`config.mk`:
```
export PLATFORM = sky130hd
export DESIGN_NAME = bcc_div
export DESIGN_NICKNAME = d
export VERILOG_FILES = /design/src/rtl/bcc_pkg.sv /design/src/rtl/bcc_div.sv
export SDC_FILE = /design/constraint.sdc
export NUM_CORES = 1
export LEC_CHECK = 0
export ABC_CLOCK_PERIOD_IN_PS = 4600
export BUFFER_PORTS_ARGS = -buffer_cell sky130_fd_sc_hd__buf_2
export CAP_MARGIN = 20
export CORE_MARGIN = 3
export CORE_UTILIZATION = 35
export CTS_BUF_LIST = sky130_fd_sc_hd__clkbuf_4 sky130_fd_sc_hd__clkbuf_8
export DETAILED_ROUTE_END_ITERATION = 7
export SLEW_MARGIN = 10
export SYNTH_ARGS = -nofsm -noshare
export SYNTH_HDL_FRONTEND = slang
export SYNTH_SLANG_ARGS = --single-unit
```
`constraint.sdc`:
```
create_clock -name i_clk -period 4.6 [get_ports i_clk]
set_clock_uncertainty 0.15 [all_clocks]
set_input_delay 0.46 -clock i_clk [delete_from_list [all_inputs] [get_ports i_clk]]
set_output_delay 0.46 -clock i_clk [all_outputs]
set_load 0.005 [all_outputs]
```
`src/rtl/bcc_pkg.sv`:
```
// Shared types, widths and node tables for the barycentric cluster charge engine.
package bcc_pkg;

    localparam int MAX_ORDER_DEF   = 3;
    localparam int MAX_SOURCES_DEF = 1024;
    localparam int COORD_BITS_DEF  = 32;

    localparam int Q_W       = 32;  // charge
    localparam int L_W       = 32;  // basis value, Q1.30 signed
    localparam int R_W       = 50;  // w/c, signed, magnitude up to 2^48
    localparam int S_W       = 52;  // sum of up to four r values
    localparam int DVD_W     = 79;  // divider dividend
    localparam int DVS_W     = 51;  // divider divisor
    localparam int DIV_CNT_W = 7;
    localparam int ACC_W     = 48;  // point charge accumulator
    localparam int CON_W     = 35;  // one signed contribution
    localparam int PADDR_W   = 22;
    localparam int CLUS_W    = 16;
    localparam int MARK_W    = 3;
    localparam int MARKS_W   = 9;
    localparam int CFG_IDX_W = 4;

    localparam logic signed [L_W-1:0] L_ONE = 32'sh4000_0000;
    localparam logic [L_W-2:0]        L_CAP = '1;

    typedef enum logic [CFG_IDX_W-1:0] {
        CFG_ORDER   = 4'd0,
        CFG_X_LOW   = 4'd1,
        CFG_X_HIGH  = 4'd2,
        CFG_Y_LOW   = 4'd3,
        CFG_Y_HIGH  = 4'd4,
        CFG_Z_LOW   = 4'd5,
        CFG_Z_HIGH  = 4'd6,
        CFG_CLUSTER = 4'd7
    } t_cfg_idx;

    typedef struct packed {
        logic                  valid;
        logic                  first;
        logic signed [L_W-1:0] lx;
        logic signed [L_W-1:0] ly;
        logic signed [L_W-1:0] lz;
        logic signed [Q_W-1:0] q;
    } t_contrib;

    // node position in quarters of the box span, for degree n and node j
    function automatic logic [2:0] node_frac(input logic [1:0] n, input logic [1:0] j);
        logic [2:0] f;
        f = 3'd0;
        unique case (n)
            2'd1: f = (j == 2'd0) ? 3'd4 : 3'd0;
            2'd2: begin
                case (j)
                    2'd0:    f = 3'd4;
                    2'd1:    f = 3'd2;
                    default: f = 3'd0;
                endcase
            end
            2'd3: begin
                case (j)
                    2'd0:    f = 3'd4;
                    2'd1:    f = 3'd3;
                    2'd2:    f = 3'd1;
                    default: f = 3'd0;
                endcase
            end
            default: f = 3'd0;
        endcase
        return f;
    endfunction

endpackage

```
`src/rtl/bcc_div.sv`:
```
// Shared radix-2 restoring divider, one quotient bit per cycle.
module bcc_div (
    input  logic                       i_clk,
    input  logic                       i_rst_n,
    input  logic                       i_start,
    input  logic [bcc_pkg::DVD_W-1:0]  i_dividend,
    input  logic [bcc_pkg::DVS_W-1:0]  i_divisor,
    output logic                       o_done,
    output logic [bcc_pkg::DVD_W-1:0]  o_quotient
);
    import bcc_pkg::*;

    logic                 r_busy;
    logic                 r_done;
    logic [DIV_CNT_W-1:0] r_cnt;
    logic [DVD_W-1:0]     r_a;
    logic [DVS_W-1:0]     r_b;
    logic [DVS_W:0]       r_rem;
    logic [DVS_W:0]       trial;
    logic [DVS_W:0]       diff;
    logic                 ge;

    always_comb begin
        trial = {r_rem[DVS_W-1:0], r_a[DVD_W-1]};
        ge    = trial >= {1'b0, r_b};
        diff  = trial - {1'b0, r_b};
    end

    always_ff @(posedge i_clk) begin
        if (!i_rst_n) begin
            r_busy <= 1'b0;
            r_done <= 1'b0;
            r_cnt  <= '0;
        end else begin
            r_done <= 1'b0;
            if (i_start) begin
                r_busy <= 1'b1;
                r_cnt  <= DIV_CNT_W'(DVD_W);
            end else if (r_busy) begin
                r_cnt <= r_cnt - 1'b1;
                if (r_cnt == DIV_CNT_W'(1)) begin
                    r_busy <= 1'b0;
                    r_done <= 1'b1;
                end
            end
        end
    end

    // dividend shifts out the top while quotient bits shift in below
    always_ff @(posedge i_clk) begin
        if (i_start) begin
            r_a   <= i_dividend;
            r_b   <= i_divisor;
            r_rem <= '0;
        end else if (r_busy) begin
            r_a   <= {r_a[DVD_W-2:0], ge};
            r_rem <= ge ? diff : trial;
        end
    end

    assign o_done     = r_done;
    assign o_quotient = r_a;
endmodule

```
* Yosys cells after proc, flatten, opt, wreduce, memory -nomap -nowiden *
Index checks and enable logic that the tools add are counted.

word-level totals
  register bits after elaboration = 190
  bits of input ports = 133
  output and inout port bits = 80
  logic and storage cells = 25

operators by class
  $add $sub $neg = 2
  $lt $le $gt $ge = 1
  eq/ne operators = 1
  muxes and demuxes = 9
  bitwise gates (word level) = 2
  reductions and logical operators = 3

operators by type and width
  kind                                                                   number
  79-bit two-way mux                                                     2
  52-bit by 51-bit >= comparator with 1-bit output                       1
  51-bit two-way mux                                                     1
  51-bit subtractor                                                      1
  7-bit two-way mux                                                      2
  7-bit by 1-bit equality test with 1-bit output, second input constant  1
  7-bit by 1-bit subtractor with 7-bit output, second input constant     1
  1-bit two-way mux                                                      4
  3-bit OR reduction                                                     1
  1-bit NOT                                                              2
  2-bit nonzero test                                                     1
  2-bit OR reduction                                                     1

* Longest topological paths before layout *
Gate-level depths: netlist of run 1.

  depth after elaboration = 4
  depth in mapped cells = 14
  mapped depth without buffers = 13

* Worst setup path after synthesis of run 1 *
No wires, ideal clock.

  path kind = register to register
  from = reg r_a[78], in the netlist o_quotient[78]
  to = reg r_rem[49]
  setup time = 0.117 ns
  arrival time = 3.035 ns
  required time = 4.333 ns
  setup slack = 1.297 ns
  stages on the path, launching flop included = 15
  path buffers = 1
  clock period less this slack = 3.303 ns
  cell sequence = edfxtp_1 inv_1 ha_1 fa_1 nor2b_1 o2111ai_1 a21boi_0 o21ai_0 o211ai_1 nor3_1 o31a_1 buf_4 nor3b_1 nor4_1 a32o_1

between the ends
  longest elaborated chain between the ends = 2
  elaborated cells on any way between the ends = 3
  classes of those cells = add/sub: 1; order compare: 1; mux: 1

ends and longest elaborated chain
  what                                                                                          line                          source
  from (decl)                                                                                   bcc_div.sv:16                 logic [DVD_W-1:0] r_a;
  from (signal assigned)                                                                        bcc_div.sv:52                 r_a <= i_dividend;
  from (signal assigned)                                                                        bcc_div.sv:56                 r_a <= {r_a[DVD_W-2:0], ge};
  51-bit subtractor / 52-bit by 51-bit >= comparator with 1-bit output (equally long branches)  bcc_div.sv:26, bcc_div.sv:25
  51-bit two-way mux *                                                                          bcc_div.sv:57                 r_rem <= ge ? diff : trial;
  to (signal assigned)                                                                          bcc_div.sv:57
  to (decl)                                                                                     bcc_div.sv:18                 logic [DVS_W:0] r_rem;

Every way passes the cells marked *; elsewhere a longest branch is shown, timed or not.
A chain may end at the register's enable or synchronous reset.

* Worst setup path after layout of run 1 *
  from = reg r_b[7]
  to = reg r_rem[18]

between the ends
  longest elaborated chain between the ends = 2
  elaborated cells on any way between the ends = 3
  classes of those cells = add/sub: 1; order compare: 1; mux: 1

ends and longest elaborated chain
  what                                                                                          line                          source
  from (decl)                                                                                   bcc_div.sv:17                 logic [DVS_W-1:0] r_b;
  from (signal assigned)                                                                        bcc_div.sv:53                 r_b <= i_divisor;
  51-bit subtractor / 52-bit by 51-bit >= comparator with 1-bit output (equally long branches)  bcc_div.sv:26, bcc_div.sv:25
  51-bit two-way mux *                                                                          bcc_div.sv:57

Marks and branches as above.

==> results.sh, run 1 <==
export IMPL_placed_cell_area_sq_um=12000
export IMPL_path_cells="inv_1 -> ha_1 -> a21oi_1 -> o21ai_0 -> or3_1 -> o21ai_0 -> o211ai_1 -> nor3_1 -> o31a_4 -> buf_4 -> nand2_1 -> a311oi_1"
export IMPL_drc_errors=0
export IMPL_synth_compound_area_share_pct=15.8
export IMPL_drt_iter0_drc=448
export IMPL_yosys_top_cells_area="edfxtp_1, dfxtp_1, mux2_2, ha_1, nand2_1"
export IMPL_rsz0062_at_grt="false"
export IMPL_fin_crit_ns=3.99
export IMPL_htree_levels=4
export IMPL_core_sq_um=29700
export IMPL_critPathMostFrequentCell="o21ai_0"
export IMPL_drive_gt1_share_pct=27.0
export IMPL_finalCritPeriodShare_pct=86.8
export IMPL_ys_ff_latch=190
export IMPL_ff2ff_setup_slack_ns=0.61
export IMPL_max_stage_delay_ns=0.56
export IMPL_postSynthAreaPerCell_sq_um=10.3
export IMPL_worstReg2RegStart="r_b[7]$_DFFE_PP_"
export IMPL_cp_max_fo=45
export IMPL_grt_pass1_vias=8602
export IMPL_grt_ovfl_total=0
export IMPL_clock_path_buffers=2
export IMPL_die_w_microns=180
export IMPL_first_pass_iters=4
export IMPL_synth_top_family_by_area="compound AO/OA/AOI/OAI gates"
export IMPL_area_delta_synth_final_pct=21.9
export IMPL_start_kind="register"
export IMPL_die_y_microns=180
export IMPL_grt_usage_pct=16.8
export IMPL_numCtsBuffers=17
export IMPL_worstSetupEndpointType="register"
export IMPL_grt_antenna_before_repair=3
export IMPL_setup_tns_final_ns=0
export IMPL_routed_via_count=8426
export IMPL_grt_max_degree=97
export IMPL_reg2reg_depth=12
export IMPL_synth_adder_area_share_pct=6.46
export IMPL_final_area_sq_um=12900
export IMPL_fmax_mhz=250
export IMPL_ys_warnings_count=0
export IMPL_die_area_sq_um=32300
export IMPL_synth_top_flop_cell="edfxtp_1"
export IMPL_path_class="register to register"
export IMPL_nets=1454
export IMPL_place_gp_congestion=0.871
export IMPL_io_buffers=212
export IMPL_arrival_ns=4.24
export IMPL_final_setup_viol_count=0
export IMPL_avgViaCountPerCell=5.04
export IMPL_synth_cells=1026
export IMPL_finalWirelength_microns=27200
export IMPL_grt_pass1_wl_microns=44300
export IMPL_worst_slew_pin_slew_ns=1.05
export IMPL_hold_start="i_rst_n"
export IMPL_row_count=63
export IMPL_netlist_area_leader_share_pct=36.9
export IMPL_status="completed"
export IMPL_min_to="r_cnt[4]$_SDFFE_PP0P_"
export IMPL_dp_hpwl_microns=19400
export IMPL_wire_per_inst_microns=16.3
export IMPL_synth_mux_area_share_pct=8.81
export IMPL_clk_insertion_delay_late_ns=0.50
export IMPL_ant_nets=0
export IMPL_root_buffer="clkbuf_8"
export IMPL_p_per_area_nw_per_um2=337
export IMPL_leakage_nw=5.43
export IMPL_hold_viol=0
export IMPL_cts_sinks=190
export IMPL_io_pins=213
export IMPL_synthDistinctLibCells=62
export IMPL_cap_violations=0
export IMPL_required_ns=4.84
export IMPL_netlist_area_sq_um=10600
export IMPL_hold_path_class="input pin to register"
export IMPL_path_clk_slew_ns=0.11
export IMPL_yosysSeqAreaShare_pct=48.3
export IMPL_synth_xor_xnor_area_share_pct=3.97
export IMPL_cts_tree="built"
export IMPL_synth_top_area_cell="edfxtp_1"
export IMPL_worst_r2r_endpoint="r_rem[18]$_SDFFE_PP0P_"
export IMPL_holdPathStages=3
export IMPL_synth_fp_nets=1213
export IMPL_synth_simple_area_share_pct=12.1
export IMPL_slew_headroom_pct=30.3
export IMPL_floorplan_initialDensity_pct=35.6
export IMPL_slew_viol_final=0
export IMPL_worst_path_max_delay_cell="o31a_4"
export IMPL_synth_edf_count=130
export IMPL_async_flop_share_pct=0
export IMPL_ir_worst_vdd_v=0.000207
-- repair_timing --
item	CTS	global route
setup endpoints to repair	0	1
gates resized for setup	0	1
buffers inserted	0	0
hold buffers	51	0
endpoints found under the hold margin	51	0
-- worst max-delay path, delay by kind of cell, from the launching register on --
| family | cells | cell delay, ns |
|---|---|---|
| buffers and inverters | 2 | 0.29 |
| AO/OA/AOI/OAI | 6 | 1.85 |
| AND/OR/NAND/NOR | 3 | 0.87 |
| flip-flops | 1 | 0.33 |
| adder cells (fa/ha/maj) | 1 | 0.36 |
-- cell usage after synthesis, types with 4 or more instances --
cell and instances:
nand4_1 15, or3_1 6, nor2b_1 4, nand3_1 14, nor3_1 12, nor2_1 98, and2_1 4, a311oi_1 35
edfxtp_1 130, a21o_1 32, a211oi_1 10, nand2b_1 7, buf_4 5, o21a_1 7, clkbuf_1 34, a221oi_1 4
o21bai_1 13, a31oi_1 5, nand2_1 108, o211ai_1 6, and3_1 5, xnor2_1 33, a21oi_1 67, a32oi_1 5
inv_1 69, ha_1 53, xor2_1 15, buf_2 12, o41ai_1 4, o21ai_0 32, dfxtp_1 60, mux2_2 80
-- how the worst max path moves through the flow --
stage                        startpoint                endpoint  slack, ns  depth (start not counted)
3_3_place_gp           r_b[7]$_DFFE_PP_  r_rem[14]$_SDFFE_PP0P_       0.52                         13
3_5_place_dp           r_b[7]$_DFFE_PP_   r_rem[9]$_SDFFE_PP0P_       0.42                         12
6_report               r_b[7]$_DFFE_PP_  r_rem[18]$_SDFFE_PP0P_       0.61                         12
4_1_cts        o_quotient[78]$_DFFE_PP_  r_rem[18]$_SDFFE_PP0P_       0.36                         13
2_1_floorplan  o_quotient[78]$_DFFE_PP_  r_rem[49]$_SDFFE_PP0P_       1.30                         14
5_1_grt        o_quotient[78]$_DFFE_PP_  r_rem[18]$_SDFFE_PP0P_       0.27                         13
-- logic make-up after synthesis --
kind of cell,after synthesis
buf+inv,122
mux,83
simple gates,287
compound gates,242
xor+xnor,48
flops,190
fa+ha+maj,54
-- area by class of cell --
class / count / area [sq um]
timing repair buffer: 275 / 1680
sequential: 190 / 5110
multi-input combinational: 714 / 4990
antenna: 1 / 2.50
fill: 2891 / 16800
clock inverter: 15 / 133
tap: 390 / 488
clock buffer: 17 / 234
inverter: 69 / 260
-- per-stage QoR --
stage                     utilization (%)  cells  worst slack [ns]  power, mW  hold WS [ns]
final                                43.4   1671             0.606       4.35        0.0782
after global routing                 43.4   1671             0.272       4.63        0.0344
after CTS                            43.4   1670             0.358       4.41        0.0234
after detailed placement             40.4   1587             0.415       3.27         0.327
after global placement               40.4   1587             0.518       3.26         0.313
after floorplan                         -   1026              1.30       2.91         0.291
-- flip-flops by register name, summed over array words and instances, names as in the netlist --
name        count
r_b            51
o_quotient     79
r_rem          51
r_busy          1
r_cnt           7
o_done          1
-- layer usage --
layer  part of all wire, %  track usage [%]  vias to the layer above
li1                      -                -                     4243
met1                    46             21.6                     3946
met2                    45             26.8                      211
met3                   6.8             6.07                       24
met4                   1.7             4.36                        2
met5                 0.026                0                        -
-- cell usage in the layout, fill, tap and decap left out, types with 3 or more instances in the layout --
cell             n
buf_2          211
edfxtp_1       130
nand2_1        108
nor2_1          98
mux2_2          80
inv_1           68
a21oi_1         67
dfxtp_1         59
ha_1            53
dlygate4sd3_1   51
a311oi_1        35
xnor2_1         33
o21ai_0         32
a21o_1          32
clkbuf_8        17
nand4_1         15
xor2_1          15
nand3_1         14
o21bai_1        13
nor3_1          12
buf_4           11
a211oi_1        10
nand2b_1         7
o21a_1           7
or3_1            6
o211ai_1         6
a31oi_1          5
and3_1           5
a32oi_1          5
nor2b_1          4
a221oi_1         4
and2_1           4
o41ai_1          4
inv_8            4
clkinvlp_4       4
clkinv_2         3
o2111ai_1        3
a21boi_0         3
nor4_1           3
-- where the power goes --
| group | switching (mW) | internal (mW) | leakage (nW) |
|---|---|---|---|
| sequential | 0.0914 | 2.01 | 1.79 |
| combinational | 0.652 | 0.511 | 3.47 |
| clock | 0.692 | 0.392 | 0.175 |
| total | 1.44 | 2.91 | 5.43 |
No activity file was read; power rests on OpenSTA's default activity.
==> run 2, diff against run 1 <==
CORE_UTILIZATION = 45   (was 35)
PLACE_DENSITY = 0.67   (was unset)
==> run 2 against run 1 <==
Against the previous run:
- register-to-register slack got worse by 0.04 ns
- largest cell class unchanged
- setup slack got worse by 0.041 ns
- non-clock buffer count decreased by 2
- sequential share of layout area increased by 0.13 points
==> results.sh, run 2 (synthesis gave the netlist of run 1 again) <==
export IMPL_status="completed"
export IMPL_worstReg2RegStart="r_b[16]$_DFFE_PP_"
export IMPL_drt_iter0_drc=503
export IMPL_place_gp_congestion=0.891
export IMPL_avgViaCountPerCell=5.35
export IMPL_path_clk_slew_ns=0.13
export IMPL_reg2reg_depth=12
export IMPL_drive_gt1_share_pct=27.1
export IMPL_grt_antenna_before_repair=2
export IMPL_grt_max_degree=77
export IMPL_required_ns=4.85
export IMPL_largest_reg_flops=79
export IMPL_worstSetupEndpointType="register"
export IMPL_io_buffers=212
export IMPL_die_y_microns=159
export IMPL_startpoint="r_b[16]$_DFFE_PP_"
export IMPL_hold_start="i_divisor[6]"
export IMPL_fin_crit_ns=4.03
export IMPL_floorplan_initialDensity_pct=46.3
export IMPL_placed_cell_area_sq_um=11900
export IMPL_final_common_cell="buf_2"
export IMPL_final_setup_viol_count=0
export IMPL_fmax_mhz=248
export IMPL_finalCritPeriodShare_pct=87.7
export IMPL_die_w_microns=159
export IMPL_cts_setup_buffers=0
export IMPL_clk_insertion_delay_late_ns=0.50
export IMPL_die_area_sq_um=25400
export IMPL_ir_worst_vdd_v=0.000196
export IMPL_grt_ovfl_total=0
export IMPL_hold_viol=0
export IMPL_start_kind="register"
export IMPL_root_buffer="clkbuf_8"
export IMPL_clock_path_buffers=2
export IMPL_hold_path_class="input pin to register"
export IMPL_ff2ff_setup_slack_ns=0.57
export IMPL_worst_r2r_endpoint="r_rem[8]$_SDFFE_PP0P_"
export IMPL_nets=1452
export IMPL_row_count=55
export IMPL_grt_pass1_vias=8700
export IMPL_p_per_area_nw_per_um2=347
export IMPL_slew_headroom_pct=40.1
export IMPL_area_delta_synth_final_pct=21.5
export IMPL_dp_hpwl_microns=19000
export IMPL_wire_per_inst_microns=16.6
export IMPL_leakage_nw=5.44
export IMPL_place_ws_ns=0.524
export IMPL_fin_ws_ns=0.565
export IMPL_htree_levels=4
export IMPL_p_total_mw=4.46
export IMPL_io_pins=213
export IMPL_grt_pass1_wl_microns=43900
export IMPL_core_sq_um=22800
export IMPL_ant_nets=0
export IMPL_slew_viol_final=0
export IMPL_final_area_sq_um=12900
export IMPL_cap_violations=0
export IMPL_holdPathStages=1
export IMPL_finalWirelength_microns=26500
export IMPL_min_to="r_b[6]$_DFFE_PP_"
export IMPL_drc_errors=0
export IMPL_cts_sinks=190
export IMPL_worst_slew_pin_slew_ns=0.898
export IMPL_routed_via_count=8517
export IMPL_first_pass_iters=5
export IMPL_fin_hold_ws_ns=0.0305
export IMPL_numCtsBuffers=17
export IMPL_path_class="register to register"
export IMPL_rsz0062_at_grt="false"
export IMPL_cts_tree="built"
export IMPL_cp_max_fo=39
export IMPL_antenna_diode_count=0
export IMPL_arrival_ns=4.28
export IMPL_grt_usage_pct=21.0
export IMPL_layout_common_cells="buf_2, edfxtp_1, nand2_1, nor2_1, mux2_2"
export IMPL_setup_tns_final_ns=0
[run 2: cell types whose count changed in the layout (fill, tap and decap cells not counted), sizes merged]
cell	change
clkinvlp	-5
inv	+2
clkinv	+3
diode	-1
dlygate4sd3	-2
[run 2: timing repair]
action / 4_1_cts / 5_1_grt
resized for setup: 0 / 0
hold endpoints to repair: 49 / 0
hold buffers: 49 / 0
[run 2: worst max path at each step]
| stage | end | cells after the start |
|---|---|---|
| after floorplan | r_rem[49]$_SDFFE_PP0P_ | 14 |
| after CTS | r_rem[14]$_SDFFE_PP0P_ | 13 |
| after detailed placement | r_rem[14]$_SDFFE_PP0P_ | 13 |
| after global routing | r_rem[14]$_SDFFE_PP0P_ | 12 |
| after global placement | r_rem[14]$_SDFFE_PP0P_ | 13 |
| final | r_rem[8]$_SDFFE_PP0P_ | 12 |
[run 2: routing by layer]
layer | wire, microns | global-route usage [%]
met1 | 11500 | 27.2
met2 | 12600 | 34.9
met3 | 1810 | 5.36
met4 | 546 | 6.01
met5 | 7 | 0
[run 2: through the flow]
| step | utilization, % | cells |
|---|---|---|
| after floorplan | - | 1026 |
| after global placement | 52.1 | 1510 |
| after detailed placement | 52.1 | 1510 |
| after CTS | 56.2 | 1591 |
| after global routing | 56.2 | 1591 |
| final | 56.2 | 1591 |
[run 2: report_power, final]
part | switching (mW) | internal, mW | leakage, nW
clock | 0.765 | 0.440 | 0.219
sequential | 0.0906 | 2.01 | 1.79
combinational | 0.649 | 0.510 | 3.44
[run 2: cell type report]
class | instances | area, sq um
fill | 2065 | 10000
sequential | 190 | 5110
multi-input combinational | 714 | 4980
timing repair buffer | 273 | 1660
tap | 313 | 392
inverter | 69 | 259
clock buffer | 17 | 234
clock inverter | 15 | 216
[run 2: critical path, stage by stage, from the launching register on]
cell	delay [ns]
edfxtp_1	0.35
inv_1	0.04
ha_1	0.39
a21oi_1	0.31
o211ai_1	0.14
a221oi_1	0.35
a2bb2oi_1	0.22
o211ai_1	0.16
nor3_1	0.40
o31a_2	0.77
buf_4	0.32
nand2_1	0.07
a311oi_1	0.25
==> run 3, diff against run 2 <==
CORE_ASPECT_RATIO = 1.75   (was unset)
==> run 3 against run 2 <==
Against the previous run:
- sequential share of layout area grew 0.074 points
- sequential power about the same
- flip-flop and latch count unchanged
- critical path depth grew 1
- total power fell by 0.39%
- worst hold slack improved by 0.050 ns
- design area shrank 0.19%
- global-route usage increased by 0.95 points
- clock power barely moved
- final cell count down 0.69%
- setup slack gained 0.084 ns
- combinational power hardly changed
- critical endpoint is now r_rem[49]$_SDFFE_PP0P_
==> results.sh, run 3 (synthesis gave the netlist of run 1 again) <==
export IMPL_row_count=73
export IMPL_final_common_cell="buf_2"
export IMPL_slew_viol_final=0
export IMPL_floorplan_initialDensity_pct=46.1
export IMPL_grt_ovfl_total=0
export IMPL_die_y_microns=209
export IMPL_numCtsBuffers=17
export IMPL_drt_iter0_drc=426
export IMPL_place_gp_congestion=0.888
export IMPL_first_pass_iters=4
export IMPL_nets=1454
export IMPL_die_area_sq_um=25500
export IMPL_ir_worst_vdd_v=0.000282
export IMPL_grt_usage_pct=21.9
export IMPL_worst_slew_pin_slew_ns=1.00
export IMPL_core_sq_um=22900
export IMPL_clk_insertion_delay_late_ns=0.51
export IMPL_die_w_microns=122
export IMPL_slew_headroom_pct=33.2
export IMPL_fmax_mhz=253
export IMPL_path_clk_slew_ns=0.11
export IMPL_hold_viol=0
export IMPL_cts_resized=0
export IMPL_drive_gt1_share_pct=27.0
export IMPL_path_class="register to register"
export IMPL_cts_setup_buffers=0
export IMPL_io_pins=213
export IMPL_dp_hpwl_microns=20100
export IMPL_antenna_diode_count=0
export IMPL_fin_ws_ns=0.650
export IMPL_final_setup_viol_count=0
export IMPL_rsz0062_at_grt="false"
export IMPL_wire_per_inst_microns=17.1
export IMPL_cts_sinks=190
export IMPL_grt_pass1_vias=9181
export IMPL_hold_path_class="input pin to register"
export IMPL_leakage_nw=5.44
export IMPL_drc_errors=0
export IMPL_cp_max_fo=23
export IMPL_area_delta_synth_final_pct=21.3
export IMPL_cts_tree="built"
export IMPL_setup_tns_final_ns=0
export IMPL_layout_common_cells="buf_2, edfxtp_1, nand2_1, nor2_1, mux2_2"
export IMPL_htree_levels=4
export IMPL_arrival_ns=4.21
export IMPL_root_buffer="clkbuf_8"
export IMPL_worstSetupEndpointType="register"
export IMPL_status="completed"
export IMPL_cap_violations=0
export IMPL_avgViaCountPerCell=5.45
export IMPL_p_per_area_nw_per_um2=347
export IMPL_ant_nets=0
export IMPL_required_ns=4.86
export IMPL_clock_path_buffers=2
export IMPL_place_ws_ns=0.711
export IMPL_fin_crit_ns=3.95
export IMPL_grt_antenna_before_repair=0
export IMPL_grt_max_degree=80
export IMPL_routed_via_count=8612
export IMPL_finalWirelength_microns=27100
export IMPL_largest_reg_flops=79
export IMPL_grt_pass1_wl_microns=44100
export IMPL_io_buffers=212
export IMPL_finalCritPeriodShare_pct=85.9
export IMPL_start_kind="register"
[run 3: changes by cell type in the layout (fill, tap and decap cells not counted), sizes merged]
cell	before	now
dlygate4sd3	49	51
inv	76	75
clkbuf	17	19
bufinv	0	2
clkinvlp	0	3
clkinv	8	2
[run 3: worst max-delay path, cell delays in order, from the launching register on]
cell       delay (ns)
edfxtp_1         0.39
inv_1            0.05
ha_1             0.22
fa_1             0.39
nor2b_1          0.21
o2111ai_1        0.16
a21boi_0         0.26
o21ai_0          0.27
o211ai_1         0.35
nor3_1           0.14
o31a_2           0.55
nor4_1           0.34
nor4_1           0.09
a32o_1           0.26
[run 3: cell type report]
class	count	area [sq um]
flip-flops and latches	190	5110
clock buffers	19	255
multi-input cells	714	4980
clock inverters	13	155
inverters	69	259
fillers	2111	10100
well taps	300	375
repair buffers	275	1690
[run 3: path summary, 6_finish.rpt]
| kind | start | to | slack [ns] | depth (start not counted) |
|---|---|---|---|---|
| hold reg to reg | r_rem[31]$_SDFFE_PP0P_ | r_rem[31]$_SDFFE_PP0P_ | 0.34 | 2 |
| setup / recovery | o_quotient[78]$_DFFE_PP_ | r_rem[49]$_SDFFE_PP0P_ | 0.65 | 13 |
| hold / removal | i_rst_n | r_cnt[4]$_SDFFE_PP0P_ | 0.08 | 3 |
| setup reg to reg | o_quotient[78]$_DFFE_PP_ | r_rem[49]$_SDFFE_PP0P_ | 0.65 | 13 |
[run 3: repair_timing]
item	in CTS	in global routing
setup endpoints to repair	0	0
hold endpoints to repair	51	0
hold buffers	51	0
[run 3: where the power goes]
group	internal, mW	switching, mW	total (mW)
clock network	0.516	0.652	1.17
logic	0.514	0.662	1.18
registers	2.01	0.0941	2.10
[run 3: routing by layer]
metal  GRT usage [%]  up-vias  routed length [microns]
met4            12.3        0                     1260
li1                -     4233                        -
met3            5.52       71                     1570
met1            22.9     4051                    10100
met5               0        -                        0
met2            39.2      257                    14100
[run 3: metrics by stage]
step	cell area [sq um]	util (%)	power [mW]	hold WS, ns	std cells
after floorplan	10600	-	2.91	0.291	1026
after CTS	12800	56.0	4.49	0.0451	1580
final	12800	56.0	4.45	0.0809	1580
after detailed placement	11900	51.9	3.28	0.326	1497
after global placement	11900	51.9	3.27	0.322	1497
after global routing	12800	56.0	4.70	0.0610	1580
